**src/design/fpcl_pkg.sv**
```systemverilog
// Shared constants, codes and types of the front-panel command link.
package fpcl_pkg;

	localparam int STACK_DEPTH = 20;
	localparam int STK_CNT_W   = $clog2(STACK_DEPTH + 1);
	localparam int STK_IDX_W   = (STACK_DEPTH > 1) ? $clog2(STACK_DEPTH) : 1;

	localparam int QUEUE_DEPTH = 4;
	localparam int Q_PTR_W     = $clog2(QUEUE_DEPTH);
	localparam int Q_CNT_W     = $clog2(QUEUE_DEPTH + 1);

	localparam int APB_ADDR_W  = 4;
	localparam int APB_DATA_W  = 32;
	localparam int MS_W        = 10;
	localparam int TIME_W      = 32;

	localparam logic [1:0] REG_RUNNING   = 2'd0;
	localparam logic [1:0] REG_DEBOUNCE  = 2'd1;
	localparam logic [1:0] REG_LONGPRESS = 2'd2;
	localparam logic [1:0] REG_TRIGHOLD  = 2'd3;

	localparam logic [2:0] KIND_BYTE = 3'd0;
	localparam logic [2:0] KIND_TICK = 3'd1;
	localparam logic [2:0] KIND_LED0 = 3'd2;
	localparam logic [2:0] KIND_LED1 = 3'd3;
	localparam logic [2:0] KIND_TRIG = 3'd4;

	localparam logic [2:0] CLS_NONE  = 3'd0;
	localparam logic [2:0] CLS_REL   = 3'd1;
	localparam logic [2:0] CLS_PRS   = 3'd2;
	localparam logic [2:0] CLS_KNOBL = 3'd3;
	localparam logic [2:0] CLS_KNOBR = 3'd4;
	localparam logic [2:0] CLS_ERR   = 3'd5;

	localparam logic [3:0] EV_NONE     = 4'd0;
	localparam logic [3:0] EV_DOWN     = 4'd1;
	localparam logic [3:0] EV_UP       = 4'd2;
	localparam logic [3:0] EV_UP_SHORT = 4'd3;
	localparam logic [3:0] EV_LONG     = 4'd4;
	localparam logic [3:0] EV_KNOBL    = 4'd5;
	localparam logic [3:0] EV_KNOBR    = 4'd6;
	localparam logic [3:0] EV_ERR      = 4'd7;
	localparam logic [3:0] EV_LATCHED  = 4'd8;

	localparam logic [7:0] CODE_CH0_ON   = 8'd129;
	localparam logic [7:0] CODE_CH0_OFF  = 8'd1;
	localparam logic [7:0] CODE_CH1_ON   = 8'd130;
	localparam logic [7:0] CODE_CH1_OFF  = 8'd2;
	localparam logic [7:0] CODE_TRIG_ON  = 8'd131;
	localparam logic [7:0] CODE_TRIG_OFF = 8'd3;

	typedef struct packed {
		logic [2:0] kind;
		logic [2:0] cls;
		logic [4:0] key;
		logic       enable;
	} entry_t;

	typedef struct packed {
		logic   valid;
		entry_t entry;
	} beat_t;

	typedef struct packed {
		logic            running;
		logic [MS_W-1:0] debounce;
		logic [MS_W-1:0] long_press;
		logic [MS_W-1:0] trig_hold;
	} cfg_t;

endpackage

```
**src/design/fpcl_front.sv**
```systemverilog
// Front part: accepts input beats and classifies received panel bytes.
module fpcl_front (
	input  logic           in_valid,
	output logic           in_stall,
	input  logic [2:0]     kind,
	input  logic [7:0]     command,
	input  logic           enable,
	input  logic           q_full,
	output fpcl_pkg::beat_t q_wr
);

	function automatic logic [2:0] classify(input logic [7:0] cmd);
		logic [2:0] c;
		c = fpcl_pkg::CLS_NONE;
		if (cmd inside {[8'd1:8'd18]})
			c = fpcl_pkg::CLS_REL;
		else if (cmd inside {[8'd129:8'd146]})
			c = fpcl_pkg::CLS_PRS;
		else if (cmd inside {[8'd20:8'd27]})
			c = fpcl_pkg::CLS_KNOBL;
		else if (cmd inside {[8'd148:8'd155]})
			c = fpcl_pkg::CLS_KNOBR;
		else if (cmd inside {[8'd28:8'd128], [8'd156:8'd255]})
			c = fpcl_pkg::CLS_ERR;
		return c;
	endfunction

	assign in_stall = q_full;

	always_comb begin
		q_wr.valid        = in_valid && !q_full;
		q_wr.entry.kind   = kind;
		q_wr.entry.cls    = (kind == fpcl_pkg::KIND_BYTE) ? classify(command) : fpcl_pkg::CLS_NONE;
		// key, knob number and right-knob low bits all sit in the low five bits
		q_wr.entry.key    = command[4:0];
		q_wr.entry.enable = enable;
	end

endmodule

```
**src/design/fpcl_queue.sv**
```systemverilog
// Short queue between the classifying front and the executing back.
module fpcl_queue (
	input  logic            clk,
	input  logic            arst_n,
	input  fpcl_pkg::beat_t wr,
	input  logic            pop,
	output fpcl_pkg::beat_t rd,
	output logic            full
);

	fpcl_pkg::entry_t mem_q [fpcl_pkg::QUEUE_DEPTH];
	logic [fpcl_pkg::Q_PTR_W-1:0] wr_ptr_q, rd_ptr_q;
	logic [fpcl_pkg::Q_CNT_W-1:0] cnt_q;
	logic do_pop;

	function automatic logic [fpcl_pkg::Q_PTR_W-1:0] nxt(input logic [fpcl_pkg::Q_PTR_W-1:0] p);
		logic [fpcl_pkg::Q_PTR_W-1:0] r;
		if (p == fpcl_pkg::Q_PTR_W'(fpcl_pkg::QUEUE_DEPTH - 1))
			r = '0;
		else
			r = p + 1'b1;
		return r;
	endfunction

	assign full     = (cnt_q == fpcl_pkg::Q_CNT_W'(fpcl_pkg::QUEUE_DEPTH));
	assign rd.valid = (cnt_q != '0);
	assign rd.entry = mem_q[rd_ptr_q];
	assign do_pop   = pop && rd.valid;

	always_ff @(posedge clk) begin
		if (wr.valid)
			mem_q[wr_ptr_q] <= wr.entry;
	end

	always_ff @(posedge clk or negedge arst_n) begin
		if (!arst_n) begin
			wr_ptr_q <= '0;
			rd_ptr_q <= '0;
			cnt_q    <= '0;
		end else begin
			if (wr.valid)
				wr_ptr_q <= nxt(wr_ptr_q);
			if (do_pop)
				rd_ptr_q <= nxt(rd_ptr_q);
			if (wr.valid && !do_pop)
				cnt_q <= cnt_q + 1'b1;
			else if (!wr.valid && do_pop)
				cnt_q <= cnt_q - 1'b1;
		end
	end

endmodule

```
**src/design/fpcl_back.sv**
```systemverilog
// Back part: key/knob state, millisecond clock, LED send stack and result register.
module fpcl_back (
	input  logic            clk,
	input  logic            arst_n,
	input  fpcl_pkg::cfg_t  cfg,
	input  fpcl_pkg::beat_t rd,
	output logic            pop,
	output logic            out_valid,
	input  logic            out_stall,
	output logic [3:0]      event_res,
	output logic [4:0]      target,
	output logic [7:0]      reply,
	output logic            trig_label,
	output logic            dropped
);

	localparam int TW = fpcl_pkg::TIME_W;
	localparam int CW = fpcl_pkg::STK_CNT_W;
	localparam int IW = fpcl_pkg::STK_IDX_W;
	localparam logic [CW-1:0] DEPTH_C = CW'(fpcl_pkg::STACK_DEPTH);

	logic [TW-1:0] now_q, last_prs_q, last_rel_q, trig_time_q;
	logic [TW-1:0] now_nx, last_prs_nx, last_rel_nx, trig_time_nx;
	logic [4:0]    held_q, held_nx;
	logic [fpcl_pkg::MS_W-1:0] lc_q, lc_nx;
	logic          first_q, first_nx, lit_q, lit_nx;
	logic [7:0]    stack_q [fpcl_pkg::STACK_DEPTH];
	logic [CW-1:0] cnt_q, cnt_b, cnt_nx, cnt_m1;

	logic          out_valid_q, trig_q, drop_q;
	logic [3:0]    ev_q;
	logic [4:0]    tgt_q;
	logic [7:0]    reply_q;

	logic          fire;
	logic [3:0]    ev;
	logic [4:0]    tgt;
	logic [7:0]    rep;
	logic          drop;
	logic          rel_ok, prs_ok, lit0;
	logic [TW-1:0] tt0;
	logic          push1_v, push2_v, pop_v, a_ok, b_ok, pop_ok;
	logic [7:0]    push1_code, push2_code;
	fpcl_pkg::entry_t e;

	assign e    = rd.entry;
	assign fire = rd.valid && (!out_valid_q || !out_stall);
	assign pop  = fire;

	always_comb begin
		now_nx       = now_q;
		last_prs_nx  = last_prs_q;
		last_rel_nx  = last_rel_q;
		trig_time_nx = trig_time_q;
		held_nx      = held_q;
		lc_nx        = lc_q;
		first_nx     = first_q;
		lit_nx       = lit_q;
		ev           = fpcl_pkg::EV_NONE;
		tgt          = '0;
		push1_v      = 1'b0;
		push1_code   = '0;
		push2_v      = 1'b0;
		push2_code   = '0;
		pop_v        = 1'b0;
		lit0         = first_q ? 1'b0 : lit_q;
		tt0          = first_q ? now_q : trig_time_q;
		rel_ok = (e.cls == fpcl_pkg::CLS_REL) && ((now_q - last_rel_q) > TW'(cfg.debounce));
		prs_ok = (e.cls == fpcl_pkg::CLS_PRS) && ((now_q - last_prs_q) > TW'(cfg.debounce));
		case (e.kind)
			fpcl_pkg::KIND_BYTE: begin
				pop_v = 1'b1;
				if (rel_ok)
					last_rel_nx = now_q;
				if (prs_ok)
					last_prs_nx = now_q;
				if (!cfg.running) begin
					if (prs_ok) begin
						ev  = fpcl_pkg::EV_LATCHED;
						tgt = e.key;
					end
				end else if (rel_ok) begin
					ev      = (held_q != '0) ? fpcl_pkg::EV_UP_SHORT : fpcl_pkg::EV_UP;
					tgt     = e.key;
					held_nx = '0;
				end else if (prs_ok) begin
					ev      = fpcl_pkg::EV_DOWN;
					tgt     = e.key;
					held_nx = e.key;
					lc_nx   = cfg.long_press;
				end else if (e.cls == fpcl_pkg::CLS_KNOBL) begin
					ev  = fpcl_pkg::EV_KNOBL;
					tgt = e.key;
				end else if (e.cls == fpcl_pkg::CLS_KNOBR) begin
					ev  = fpcl_pkg::EV_KNOBR;
					tgt = e.key;
				end else if (e.cls == fpcl_pkg::CLS_ERR) begin
					ev = fpcl_pkg::EV_ERR;
				end
			end
			fpcl_pkg::KIND_TICK: begin
				now_nx = now_q + 1'b1;
				if (lc_q != '0) begin
					lc_nx = lc_q - 1'b1;
					if (lc_q == fpcl_pkg::MS_W'(1) && held_q != '0) begin
						ev      = fpcl_pkg::EV_LONG;
						tgt     = held_q;
						held_nx = '0;
					end
				end
			end
			fpcl_pkg::KIND_LED0: begin
				push2_v    = 1'b1;
				push2_code = e.enable ? fpcl_pkg::CODE_CH0_ON : fpcl_pkg::CODE_CH0_OFF;
			end
			fpcl_pkg::KIND_LED1: begin
				push2_v    = 1'b1;
				push2_code = e.enable ? fpcl_pkg::CODE_CH1_ON : fpcl_pkg::CODE_CH1_OFF;
			end
			fpcl_pkg::KIND_TRIG: begin
				// first update forces the LED off before handling enable
				push1_v      = first_q;
				push1_code   = fpcl_pkg::CODE_TRIG_OFF;
				first_nx     = 1'b0;
				lit_nx       = lit0;
				trig_time_nx = e.enable ? now_q : tt0;
				if (e.enable != lit0) begin
					if (e.enable) begin
						push2_v    = 1'b1;
						push2_code = fpcl_pkg::CODE_TRIG_ON;
						lit_nx     = 1'b1;
					end else if ((now_q - tt0) > TW'(cfg.trig_hold)) begin
						push2_v    = 1'b1;
						push2_code = fpcl_pkg::CODE_TRIG_OFF;
						lit_nx     = 1'b0;
					end
				end
			end
			default: begin
			end
		endcase
	end

	// stack: up to two pushes or one pop per beat
	always_comb begin
		a_ok   = push1_v && (cnt_q < DEPTH_C);
		cnt_b  = cnt_q + CW'(a_ok);
		b_ok   = push2_v && (cnt_b < DEPTH_C);
		drop   = (push1_v && !a_ok) || (push2_v && !b_ok);
		pop_ok = pop_v && (cnt_q != '0);
		cnt_m1 = cnt_q - 1'b1;
		rep    = pop_ok ? stack_q[cnt_m1[IW-1:0]] : 8'd0;
		cnt_nx = pop_ok ? cnt_m1 : (cnt_b + CW'(b_ok));
	end

	always_ff @(posedge clk) begin
		if (fire) begin
			if (a_ok)
				stack_q[cnt_q[IW-1:0]] <= push1_code;
			if (b_ok)
				stack_q[cnt_b[IW-1:0]] <= push2_code;
		end
	end

	always_ff @(posedge clk or negedge arst_n) begin
		if (!arst_n) begin
			now_q       <= '0;
			last_prs_q  <= '0;
			last_rel_q  <= '0;
			trig_time_q <= '0;
			held_q      <= '0;
			lc_q        <= '0;
			first_q     <= 1'b1;
			lit_q       <= 1'b0;
			cnt_q       <= '0;
			out_valid_q <= 1'b0;
		end else begin
			if (fire) begin
				now_q       <= now_nx;
				last_prs_q  <= last_prs_nx;
				last_rel_q  <= last_rel_nx;
				trig_time_q <= trig_time_nx;
				held_q      <= held_nx;
				lc_q        <= lc_nx;
				first_q     <= first_nx;
				lit_q       <= lit_nx;
				cnt_q       <= cnt_nx;
				out_valid_q <= 1'b1;
			end else if (!out_stall) begin
				out_valid_q <= 1'b0;
			end
		end
	end

	always_ff @(posedge clk) begin
		if (fire) begin
			ev_q    <= ev;
			tgt_q   <= tgt;
			reply_q <= rep;
			trig_q  <= lit_nx;
			drop_q  <= drop;
		end
	end

	assign out_valid  = out_valid_q;
	assign event_res  = ev_q;
	assign target     = tgt_q;
	assign reply      = reply_q;
	assign trig_label = trig_q;
	assign dropped    = drop_q;

endmodule

```
**src/design/front_panel_command_link.sv**
```systemverilog
// Top level of the front-panel command link: APB registers, front, queue and back.
// Path: an accepted beat is written into the queue, popped by the back part and registered in its result register.
// Throughput: one beat per cycle; the back part retires one queued beat each cycle
// the result register is free or being taken. in_stall rises only when the 4-deep queue fills.
// Reset (arst_n low, asynchronous): queue and stack empty, clock and timers zero,
// registers back to running=1, debounce 100, long press 500, trig hold 100.
module front_panel_command_link (
	input  logic                              clk,
	input  logic                              arst_n,
	input  logic                              in_valid,
	output logic                              in_stall,
	input  logic [2:0]                        kind,
	input  logic [7:0]                        command,
	input  logic                              enable,
	output logic                              out_valid,
	input  logic                              out_stall,
	output logic [3:0]                        event_res,
	output logic [4:0]                        target,
	output logic [7:0]                        reply,
	output logic                              trig_label,
	output logic                              dropped,
	input  logic                              psel,
	input  logic                              penable,
	input  logic                              pwrite,
	input  logic [fpcl_pkg::APB_ADDR_W-1:0]   paddr,
	input  logic [fpcl_pkg::APB_DATA_W-1:0]   pwdata,
	output logic [fpcl_pkg::APB_DATA_W-1:0]   prdata,
	output logic                              pready
);

	localparam int DW = fpcl_pkg::APB_DATA_W;

	fpcl_pkg::cfg_t  cfg_q;
	fpcl_pkg::beat_t q_wr, q_rd;
	logic            q_full, q_pop, wr_en;
	logic [1:0]      reg_idx;

	assign pready  = 1'b1;
	assign reg_idx = paddr[3:2];
	assign wr_en   = psel && penable && pwrite;

	always_ff @(posedge clk or negedge arst_n) begin
		if (!arst_n) begin
			cfg_q.running    <= 1'b1;
			cfg_q.debounce   <= fpcl_pkg::MS_W'(100);
			cfg_q.long_press <= fpcl_pkg::MS_W'(500);
			cfg_q.trig_hold  <= fpcl_pkg::MS_W'(100);
		end else if (wr_en) begin
			case (reg_idx)
				fpcl_pkg::REG_RUNNING:   cfg_q.running    <= pwdata[0];
				fpcl_pkg::REG_DEBOUNCE:  cfg_q.debounce   <= pwdata[fpcl_pkg::MS_W-1:0];
				fpcl_pkg::REG_LONGPRESS: cfg_q.long_press <= pwdata[fpcl_pkg::MS_W-1:0];
				fpcl_pkg::REG_TRIGHOLD:  cfg_q.trig_hold  <= pwdata[fpcl_pkg::MS_W-1:0];
				default: begin
				end
			endcase
		end
	end

	always_comb begin
		case (reg_idx)
			fpcl_pkg::REG_RUNNING:   prdata = DW'(cfg_q.running);
			fpcl_pkg::REG_DEBOUNCE:  prdata = DW'(cfg_q.debounce);
			fpcl_pkg::REG_LONGPRESS: prdata = DW'(cfg_q.long_press);
			fpcl_pkg::REG_TRIGHOLD:  prdata = DW'(cfg_q.trig_hold);
			default:                 prdata = '0;
		endcase
	end

	fpcl_front u_front (
		.in_valid (in_valid),
		.in_stall (in_stall),
		.kind     (kind),
		.command  (command),
		.enable   (enable),
		.q_full   (q_full),
		.q_wr     (q_wr)
	);

	fpcl_queue u_queue (
		.clk    (clk),
		.arst_n (arst_n),
		.wr     (q_wr),
		.pop    (q_pop),
		.rd     (q_rd),
		.full   (q_full)
	);

	fpcl_back u_back (
		.clk        (clk),
		.arst_n     (arst_n),
		.cfg        (cfg_q),
		.rd         (q_rd),
		.pop        (q_pop),
		.out_valid  (out_valid),
		.out_stall  (out_stall),
		.event_res  (event_res),
		.target     (target),
		.reply      (reply),
		.trig_label (trig_label),
		.dropped    (dropped)
	);

endmodule

```
**config.mk**
```make
export PLATFORM = sky130hd
export DESIGN_NAME = front_panel_command_link
export DESIGN_NICKNAME = d
export VERILOG_FILES = /design/src/design/fpcl_pkg.sv /design/src/design/fpcl_front.sv /design/src/design/fpcl_queue.sv /design/src/design/fpcl_back.sv /design/src/design/front_panel_command_link.sv
export SDC_FILE = /design/constraint.sdc
export NUM_CORES = 1
export LEC_CHECK = 0
export BUFFER_PORTS_ARGS = -buffer_cell sky130_fd_sc_hd__buf_2
export CORE_MARGIN = 4
export CORE_UTILIZATION = 57
export DETAILED_ROUTE_END_ITERATION = 10
export GPL_ROUTABILITY_DRIVEN = 0
export PLACE_DENSITY = 0.74
export SLEW_MARGIN = 20
export SYNTH_ARGS = -nofsm -noshare
export SYNTH_HDL_FRONTEND = slang
export SYNTH_SLANG_ARGS = --single-unit
```
**constraint.sdc**
```tcl
create_clock -name clk -period 6.35 [get_ports clk]
set_clock_uncertainty 0.15 [all_clocks]
set_input_delay 0.9525 -clock clk [delete_from_list [all_inputs] [get_ports clk]]
set_output_delay 0.9525 -clock clk [all_outputs]
set_load 0.02 [all_outputs]
```
# Word-level counts from Yosys, hierarchy flattened
# Memory sizes are Yosys's and may differ from the RTL's. A register that Yosys moved wholly into a read port is not among the register bits.
# Cells that the tools add are included.
[word_totals]
register_bits = 200
memories = 2
inputBits = 55
mem_bits_rw = 208
output_inout_bits = 54
word_cells = 201
[memory_table]
columns = ["memory", "depth", "width", "rd", "rd_ports_with_merged_regs", "write_ports", "line_no", "source"]
rows = [
  ["u_back.stack_q", 20, 8, 1, 1, 2, "fpcl_back.sv:27", "logic [7:0] stack_q [fpcl_pkg::STACK_DEPTH];"],
  ["u_queue.mem_q", 4, 12, 1, 0, 1, "fpcl_queue.sv:11", "fpcl_pkg::entry_t mem_q [fpcl_pkg::QUEUE_DEPTH];"],
]
[classes]
n_addsub = 12
n_reduce_logical = 52
order_cmp = 17
eq_ne = 24
mux = 73
[ops]
columns = ["cell", "count"]
rows = [
  ["32-bit case mux with 4 select lines", 1],
  ["32-bit by 10-bit greater-than comparator with 1-bit output", 3],
  ["32-bit subtractor", 3],
  ["5-bit 2-to-1 mux", 14],
  ["32-bit 2-to-1 mux", 2],
  ["10-bit 2-to-1 mux", 4],
  ["32-bit by 1-bit adder with 32-bit output (second input constant)", 1],
  ["8-bit less-or-equal comparator (second input constant)", 4],
  ["8-bit 2-to-1 mux", 4],
  ["3-bit 2-to-1 mux", 10],
  ["4-bit 2-to-1 mux", 7],
  ["8-bit >= comparator (second input constant)", 3],
  ["8-bit case mux with 3 select lines", 1],
  ["1-bit logical AND", 21],
  ["1-bit 2-to-1 mux", 21],
  ["10-bit case mux with 2 select lines", 1],
  ["5-bit case mux with 2 select lines", 2],
  ["8-bit by 5-bit >= comparator with 1-bit output (second input constant)", 2],
  ["8-bit by 5-bit less-or-equal comparator with 1-bit output (second input constant)", 2],
  ["3-bit by 2-bit equality test with 1-bit output (second input constant)", 4],
  ["3-bit equality test (second input constant)", 4],
  ["2-bit AND reduction", 6],
  ["6-bit AND reduction", 2],
  ["5-bit by 1-bit adder with 5-bit output", 2],
  ["28 further kinds", 54],
]

# Longest topological paths before layout
# Gate-level depths: netlist (run 1).
[logic_depth]
word_depth = 11
mapped_depth = 29
depth_no_buf = 27

# Cells and area by module
# Synthesis (run 1) repeated with hierarchy kept, for this count alone.
[hier_totals]
cells_unflattened = 2337
area_unflattened_um2 = 22755.6
[by_module_without_submodules]
columns = ["mod", "area_per_inst_um2", "seq_area_each_um2", "cells_each", "instances"]
rows = [
  ["fpcl_back", 18725.5, 6002.0, 2084, 1],
  ["fpcl_queue", 2188.3, 1616.6, 100, 1],
  ["front_panel_command_link", 1621.6, 792.0, 118, 1],
  ["fpcl_front", 220.2, 0.0, 35, 1],
]

# Least setup slack after synthesis (run 1)
# No wires, ideal clock.
[synth_path]
kind = "register to register"
from = "reg u_back.first_q"
to = "reg u_back.cnt_q[2]"
synth_period_minus_slack_ns = 5.969
arrival_ns = 5.698
path_buffers = 3
path_slack_ns = 0.381
required_ns = 6.079
stages_incl_launch_ff = 28
cell_sequence = "dfstp_2 > clkbuf_1 > clkbuf_1 > mux2i_1 > ha_1 > o211ai_1 > a21oi_1 > nor2b_1 > o21ai_0 > a31oi_1 > xnor2_1 > ha_1 > nand2_1 > o32a_1 > o21ai_0 > o2111ai_1 > nor4_1 > nand4_1 > o31ai_4 > and2_1 > buf_4 > nor2_1 > ha_1 > ha_1 > nand2b_1 > a211oi_1 > a21oi_1 > o22a_1"
[synth_between]
elab_chain_cells = 10
elab_cells_between_ends = 16
cone_classes = "add/sub: 3; order compare: 2; eq/ne: 1; mux: 8; reduce/logical: 2"
[synth_lines]
columns = ["item", "line_no", "source"]
rows = [
  ["start, declared", "fpcl_back.sv:26", "logic first_q, first_nx, lit_q, lit_nx;"],
  ["start signal, assigned", "fpcl_back.sv:185", "first_q <= first_nx;"],
  ["32-bit 2-to-1 mux", "fpcl_back.sv:67", "tt0 = first_q ? now_q : trig_time_q;"],
  ["32-bit subtractor", "fpcl_back.sv:132", "end else if ((now_q - tt0) > TW'(cfg.trig_hold)) begin"],
  ["32-bit by 10-bit greater-than comparator with 1-bit output", "fpcl_back.sv:132", ""],
  ["1-bit 2-to-1 mux", "fpcl_back.sv:132", ""],
  ["1-bit 2-to-1 mux", "fpcl_back.sv:128", "if (e.enable) begin"],
  ["1-bit 2-to-1 mux", "fpcl_back.sv:127", "if (e.enable != lit0) begin"],
  ["1-bit case mux with 2 select lines", "fpcl_back.sv:70", "case (e.kind)"],
  ["1-bit logical AND", "fpcl_back.sv:148", "b_ok = push2_v && (cnt_b < DEPTH_C);"],
  ["5-bit by 1-bit adder with 5-bit output *", "fpcl_back.sv:153", "cnt_nx = pop_ok ? cnt_m1 : (cnt_b + CW'(b_ok));"],
  ["5-bit 2-to-1 mux *", "fpcl_back.sv:153", ""],
  ["end signal, assigned", "fpcl_back.sv:187", "cnt_q <= cnt_nx;"],
  ["end, declared", "fpcl_back.sv:28", "logic [CW-1:0] cnt_q, cnt_b, cnt_nx, cnt_m1;"],
]
# Mark *: on every way between the ends. The rest lies on a longest branch, timed or not.
# A chain may end at the register's enable or synchronous reset.

# Final worst setup path (run 1)
[layout_path]
from = "reg u_back.first_q"
to = "reg u_back.cnt_q[4]"
# The elaborated chain is that of the path after synthesis.

==> metrics.txt, run 1 <==
LEAKAGE 10.3 nW; status finished, final reports clean; vias in the first global route 16800; largest family of logic cells by synthesized area compound AO/OA/AOI/OAI gates; Detailed Routing Iterations Pass 1 6; Net Sw Power 0.00415 W; Max Clk Rate 165 MHz; initial antenna violation count 0; time the worst path needs with I/O delays and setup 6.06 ns; Tot GR Track Use 0.263; DRC violations left 0; FF-to-FF End u_back.cnt_q[4]$_DFFE_PN0P_; H-tree levels 2; number of synthesized flops with an enable pin 122; worst slew pin tran 1.02 ns; post-synthesis async set-or-reset flop share 0.608; sw frac 0.419; chip height 205 um; Yosys top cell by area dfrtp_1; crit end category register; Final Max Tran Viols 0; clk buf depth 3; post-synthesis xor/xnor area fraction 0.0358; share of power burned in the clock network 0.209; Sink Count 311; Final #Nets 2421; initial core utilization 0.581; Hold Fails Final Rpt 0; Seq pwr share 0.271; Compound-Gate Fraction of Synth Area 0.169; CTS tree yes; Synth top area share 0.199; routed via count 17500; combinational power share 0.520; largest net degree at the start of global routing 79; FP Rows 71; gr ovfl total 0; via/cell ratio 6.36; Die ar. 41900 um^2; I/O pins 109; worst hold-check path type input port to asynchronous set/reset pin; RSZ-0062 raised after global routing true; Worst Path Required 6.63 ns; CP max FO 10; Root Driver clkbuf_16; Max VDD drop 0.000235 V; port buffer count 56; Syn Inst Count 2211; design area 23700 um^2; Slew HR 0.316; cts hold-fix bufs 0; final worst path period share 0.954; critical path type register to register; CTS Buf Count 37; ranking of synthesized cells by area dfrtp_1, edfxtp_1, ha_1; worst-skew pair later-pin latency 0.54 ns; diodes inserted 0; Simple-Gate Fraction of Synth Area 0.133; r2r setup slk 0.29 ns; pwr dens 417 nW/um^2; global-route wire length before repair 89.2 mm; ys flop type dfrtp_1; # setup viols final 0; fill count 3102; Syn Area/Cell 9.96 um^2; cell count of the worst reg-to-reg path 26; Routed Antenna Nets 0; mux cell area share after synthesis 0.141; Yosys Warn Count 0; Reg-to-Reg Start u_back.first_q$_DFFE_PN1P_; clock slew at reported path FFs 0.06 ns; post-synthesis cell area 22000 um^2; share of layout cells above drive strength 1 0.142; worst hold slack 0.268 ns; post-placement cell area 22500 um^2; number of max-cap violations 0; synthesized flop and latch total 311; register area share after synthesis 0.382; number of distinct library cells after synthesis 99; Worst EP arrival 6.34 ns; crit path launch type register; synth-to-layout area growth 7.69%; drt first-iter violations 1892; die width 205 um; HPWL after DPL 41.6 mm; Synth Area in Adders 0.0849; internal power 0.00575 W; drt total wl 55.5 mm; core area 37900 um^2; routed len/inst 20.1 um
==> layer usage <==
layer  up-vias  global-route usage  part of all wire
met4         0              0.0648             0.026
met5         -                   0                 0
met2       747               0.419              0.45
met1      8499               0.367              0.43
met3       107              0.0613             0.092
li1       8187                   -                 -
==> worst max-delay path by stage <==
stage	startpoint	endpoint	slack, ns
2_1_floorplan	u_back.first_q$_DFFE_PN1P_	u_back.cnt_q[2]$_DFFE_PN0P_	0.38
3_3_place_gp	u_back.first_q$_DFFE_PN1P_	u_back.cnt_q[4]$_DFFE_PN0P_	0.39
3_5_place_dp	u_back.first_q$_DFFE_PN1P_	u_back.cnt_q[4]$_DFFE_PN0P_	0.29
4_1_cts	u_back.first_q$_DFFE_PN1P_	u_back.cnt_q[4]$_DFFE_PN0P_	0.27
5_1_grt	u_back.first_q$_DFFE_PN1P_	u_back.cnt_q[2]$_DFFE_PN0P_	-0.01
6_report	u_back.first_q$_DFFE_PN1P_	u_back.cnt_q[4]$_DFFE_PN0P_	0.29
==> power by group through the flow <==
stage / combinational, W / clock [W] / sequential [W]
after detailed placement: 0.00498 / 0 / 0.00271
after global routing: 0.00561 / 0.00220 / 0.00271
after global placement: 0.00483 / 0 / 0.00269
after floorplan: 0.00375 / 0 / 0.00264
after CTS: 0.00502 / 0.00211 / 0.00268
final: 0.00515 / 0.00207 / 0.00268
==> repair_timing <==
| action | 4_1_cts | 5_1_grt |
|---|---|---|
| resized for setup | 0 | 5 |
| endpoints found under the setup margin | 0 | 33 |
| setup buffers | 0 | 1 |
==> Yosys cell counts, types with 31 or more instances <==
cell type / n
dfrtp_1: 175
nand2_1: 174
a21oi_1: 159
ha_1: 143
inv_1: 127
nor2_1: 123
edfxtp_1: 122
o21ai_0: 107
mux2_2: 96
mux2i_1: 80
xnor2_1: 65
clkbuf_1: 59
nand3_1: 53
mux2_1: 46
a21o_1: 44
nor3_1: 43
nand4_1: 40
mux4_2: 31
nor4_1: 31
==> metrics by stage <==
step | instances | total power (W) | setup TNS (ns) | utilization | setup WS, ns
finish | 2758 | 0.00990 | 0 | 0.625 | 0.289
detailed placement | 2690 | 0.00769 | 0 | 0.593 | 0.286
global route | 2758 | 0.0105 | -0.0197 | 0.625 | -0.0120
floorplan | 2237 | 0.00638 | 0 | - | 0.381
CTS | 2757 | 0.00981 | 0 | 0.625 | 0.274
global placement | 2690 | 0.00752 | 0 | 0.593 | 0.387
==> critical path, cell delays in order, from the launching register on <==
cell and delay, ns:
dfstp_4 0.70, mux2_2 0.35, ha_1 0.21, fa_1 0.40
nor2b_1 0.17, o2111ai_1 0.15, nand4b_1 0.17, nand2_1 0.08
xnor2_1 0.14, ha_1 0.31, nand4_1 0.10, o32a_1 0.30
o21ai_1 0.12, o2111ai_1 0.22, nor4_1 0.30, nand4_1 0.27
o31ai_4 0.32, and2_1 0.18, nor2_1 0.08, ha_1 0.27
ha_1 0.20, nand2b_1 0.13, o21ai_0 0.10, a32oi_1 0.23
nor2_1 0.06, mux2i_1 0.16, nand2_1 0.07
==> cells by family (layout without fill, tap and decap cells) <==
family	count (synthesis)	count (layout)
buffers and inverters	264	274
adders and majority gates	147	147
xor gates and xnor gates	90	90
other	2	28
muxes	253	253
DFF	311	311
and+or+nand+nor	591	591
AOI/OAI and AO/OA	553	553
==> placed cells by master, fill, tap and decap left out, drive strengths merged, types with 31 or more instances in the layout <==
cell type / instances
nand4: 41
xnor2: 65
mux4: 31
mux2i: 80
a21oi: 163
clkbuf: 55
buf: 78
nor4: 32
a211oi: 32
nor2: 125
o21ai: 118
nand3: 53
edfxtp: 122
nor3: 44
inv: 130
mux2: 142
dfrtp: 175
ha: 143
nand2: 175
a21o: 44
==> flip-flops by register name (all words and copies together) (netlist names) <==
name	count
u_back.stack_q	60
u_queue.mem_q	48
u_back.last_prs_q	32
u_back.last_rel_q	32
u_back.now_q	32
u_back.trig_time_q	32
cfg_q	31
u_back.lc_q	10
u_back.cnt_q	5
u_back.held_q	5
u_back.target	5
u_back.event_res	4
u_back.reply	3
u_queue.cnt_q	3
u_queue.rd_ptr_q	2
u_queue.wr_ptr_q	2
u_back.dropped	1
u_back.first_q	1
u_back.lit_q	1
u_back.out_valid	1
u_back.trig_label	1
==> area by class of cell <==
class	instances	area [um^2]	area share
well taps	511	639	0.0270
flip-flops and latches	311	8410	0.355
clock inverters	13	136	0.00575
multi-input cells	1662	12500	0.527
clock buffers	54	1050	0.0444
repair buffers	79	487	0.0205
inverters	128	480	0.0203
Power figures use the tool's default switching activity.
==> inputs of run 2 (changes only) <==
- ABC_AREA: unset -> 1
==> run 2 against run 1 <==
Cell count rose by 37%; synthesized cell count rose by 45%; count of clock-buffer cells in the layout fell by 7; first-iteration DRC count rose by 29%; critical path type unchanged; critical endpoint is now u_back.cnt_q[2]$_DFFE_PN0P_.
==> metrics.txt, run 2 <==
status finished, final reports clean; post-synthesis async set-or-reset flop share 0.608; crit path launch type register; Max Clk Rate 187 MHz; pwr dens 481 nW/um^2; diodes inserted 0; initial core utilization 0.582; Yosys top cell by area dfrtp_1; routed via count 21800; worst slew pin tran 1.15 ns; global-route wire length before repair 101 mm; DRC violations left 0; die width 210 um; drt total wl 63.3 mm; clk buf depth 3; multi-input logic area 12700 um^2; FP Rows 73; critical path type register to register; time the worst path needs with I/O delays and setup 5.36 ns; Die ar. 44200 um^2; CP max FO 41; commonest cells after routing, fill and taps aside nand2_1, inv_1, nor2_1, o21ai_0, dfrtp_1; Final Util 0.623; Top delay family on crit path buffers and inverters; CTS Buf Count 35; RSZ-0062 raised after global routing false; number of max-cap violations 0; worst hold-check path type input port to asynchronous set/reset pin; Hold Fails Final Rpt 0; post-CTS repair timing setup buffer count 0; crit path buf inv count 9; Slew HR 0.230; port buffer count 56; I/O pins 109; Root Driver clkbuf_16; Crit-path slowest cell buf_4; largest net degree at the start of global routing 102; Yosys Warn Count 0; # resized after CTS 0; synth-to-layout area growth 7.11%; ranking of synthesized cells by area dfrtp_1, edfxtp_1, nand2_1; core area 40100 um^2; ys flop type dfrtp_1; fill count 3605; drt first-iter violations 2434; most common cell after layout, fill and taps aside nand2_1; crit end category register; post-synthesis cell area 23300 um^2; Syn Inst Count 3211; number of distinct library cells after synthesis 65; H-tree levels 2; gr ovfl total 0; HPWL after DPL 47.7 mm; share of layout cells above drive strength 1 0.0878; via/cell ratio 5.77; chip height 210 um; Final Max Tran Viols 0; total negative setup slack 0 ns; storage element area 8410 um^2; routed len/inst 16.7 um; Worst Path Required 6.62 ns; CTS tree yes; most common library cells after synthesis nand2_1, inv_1, nor2_1; vias in the first global route 20100; Syn Area/Cell 7.26 um^2; cts hold-fix bufs 0; Routed Antenna Nets 0; worst-skew pair later-pin latency 0.56 ns; number of synthesized flops with an enable pin 122; Synth top area share 0.188; LEAKAGE 12.1 nW; max reg flops 60; synthesized flop and latch total 311; CP most frequent cell inv_1; Final #Nets 3432; final worst path period share 0.844; # setup viols final 0; most instantiated library cell after synthesis nand2_1; Worst EP arrival 5.63 ns; CP peak stage delay 0.42 ns; Detailed Routing Iterations Pass 1 6; Sink Count 311; initial antenna violation count 0; clock slew at reported path FFs 0.06 ns; Max VDD drop 0.000366 V; register area share after synthesis 0.361; Tot GR Track Use 0.278
## run 2: final timing paths
path	from	end	slack (ns)	depth (start not counted)
setup / recovery	u_queue.rd_ptr_q[0]$_DFFE_PN0P_	u_back.cnt_q[2]$_DFFE_PN0P_	0.99	26
hold / removal	arst_n	u_back.last_rel_q[5]$_DFFE_PN0P_	0.29	1
setup reg to reg	u_queue.rd_ptr_q[0]$_DFFE_PN0P_	u_back.cnt_q[2]$_DFFE_PN0P_	0.99	26
hold reg to reg	u_back.trig_time_q[13]$_DFFE_PN0P_	u_back.trig_time_q[13]$_DFFE_PN0P_	0.33	1
max in group asynchronous	arst_n	u_queue.rd_ptr_q[1]$_DFFE_PN0P_	4.38	2
min in group clk	u_back.trig_time_q[13]$_DFFE_PN0P_	u_back.trig_time_q[13]$_DFFE_PN0P_	0.33	1
## run 2: kinds of logic after synthesis
group,after synthesis,share of synthesized area
buffers and inverters,563,0.0995
other,2,0.000322
and+or+nand+nor,1574,0.295
adders and majority gates,147,0.0801
DFF,311,0.361
AOI/OAI and AO/OA,535,0.135
xor gates and xnor gates,78,0.0293
muxes,1,0.000483
## run 2: area by class of cell
type	instances	area share
Multi-Input combinational cell	2363	0.509
Sequential cell	311	0.337
Clock inverter	17	0.00571
Clock buffer	47	0.0385
Tap cell	525	0.0263
Timing Repair Buffer	72	0.0164
Inverter	447	0.0672
## run 2: stage by stage
step | instance area, um^2 | power (W) | worst slack (ns) | instances | hold WS, ns
finish | 25000 | 0.0120 | 0.991 | 3782 | 0.286
global route | 25000 | 0.0130 | 0.530 | 3782 | 0.357
CTS | 25000 | 0.0119 | 1.07 | 3782 | 0.337
detailed placement | 23900 | 0.00984 | 1.09 | 3718 | 0.324
global placement | 23900 | 0.00959 | 1.21 | 3718 | 0.317
floorplan | 23400 | 0.00810 | 1.58 | 3237 | 0.303
## run 2: metal layers
metal  vias up  GRT usage  part of all wire
li1      10600          -                 -
met1     10000      0.395              0.43
met2      1077      0.435              0.45
met3       141     0.0487             0.099
met4         0     0.0887             0.029
met5         -          0                 0
## run 2: power breakdown
group	switching [W]	internal (W)	leakage, nW	total, W
clock network	0.000858	0.00112	0.516	0.00198
registers	0.000327	0.00263	3.38	0.00295
logic	0.00486	0.00223	8.25	0.00709
total	0.00605	0.00597	12.1	0.0120
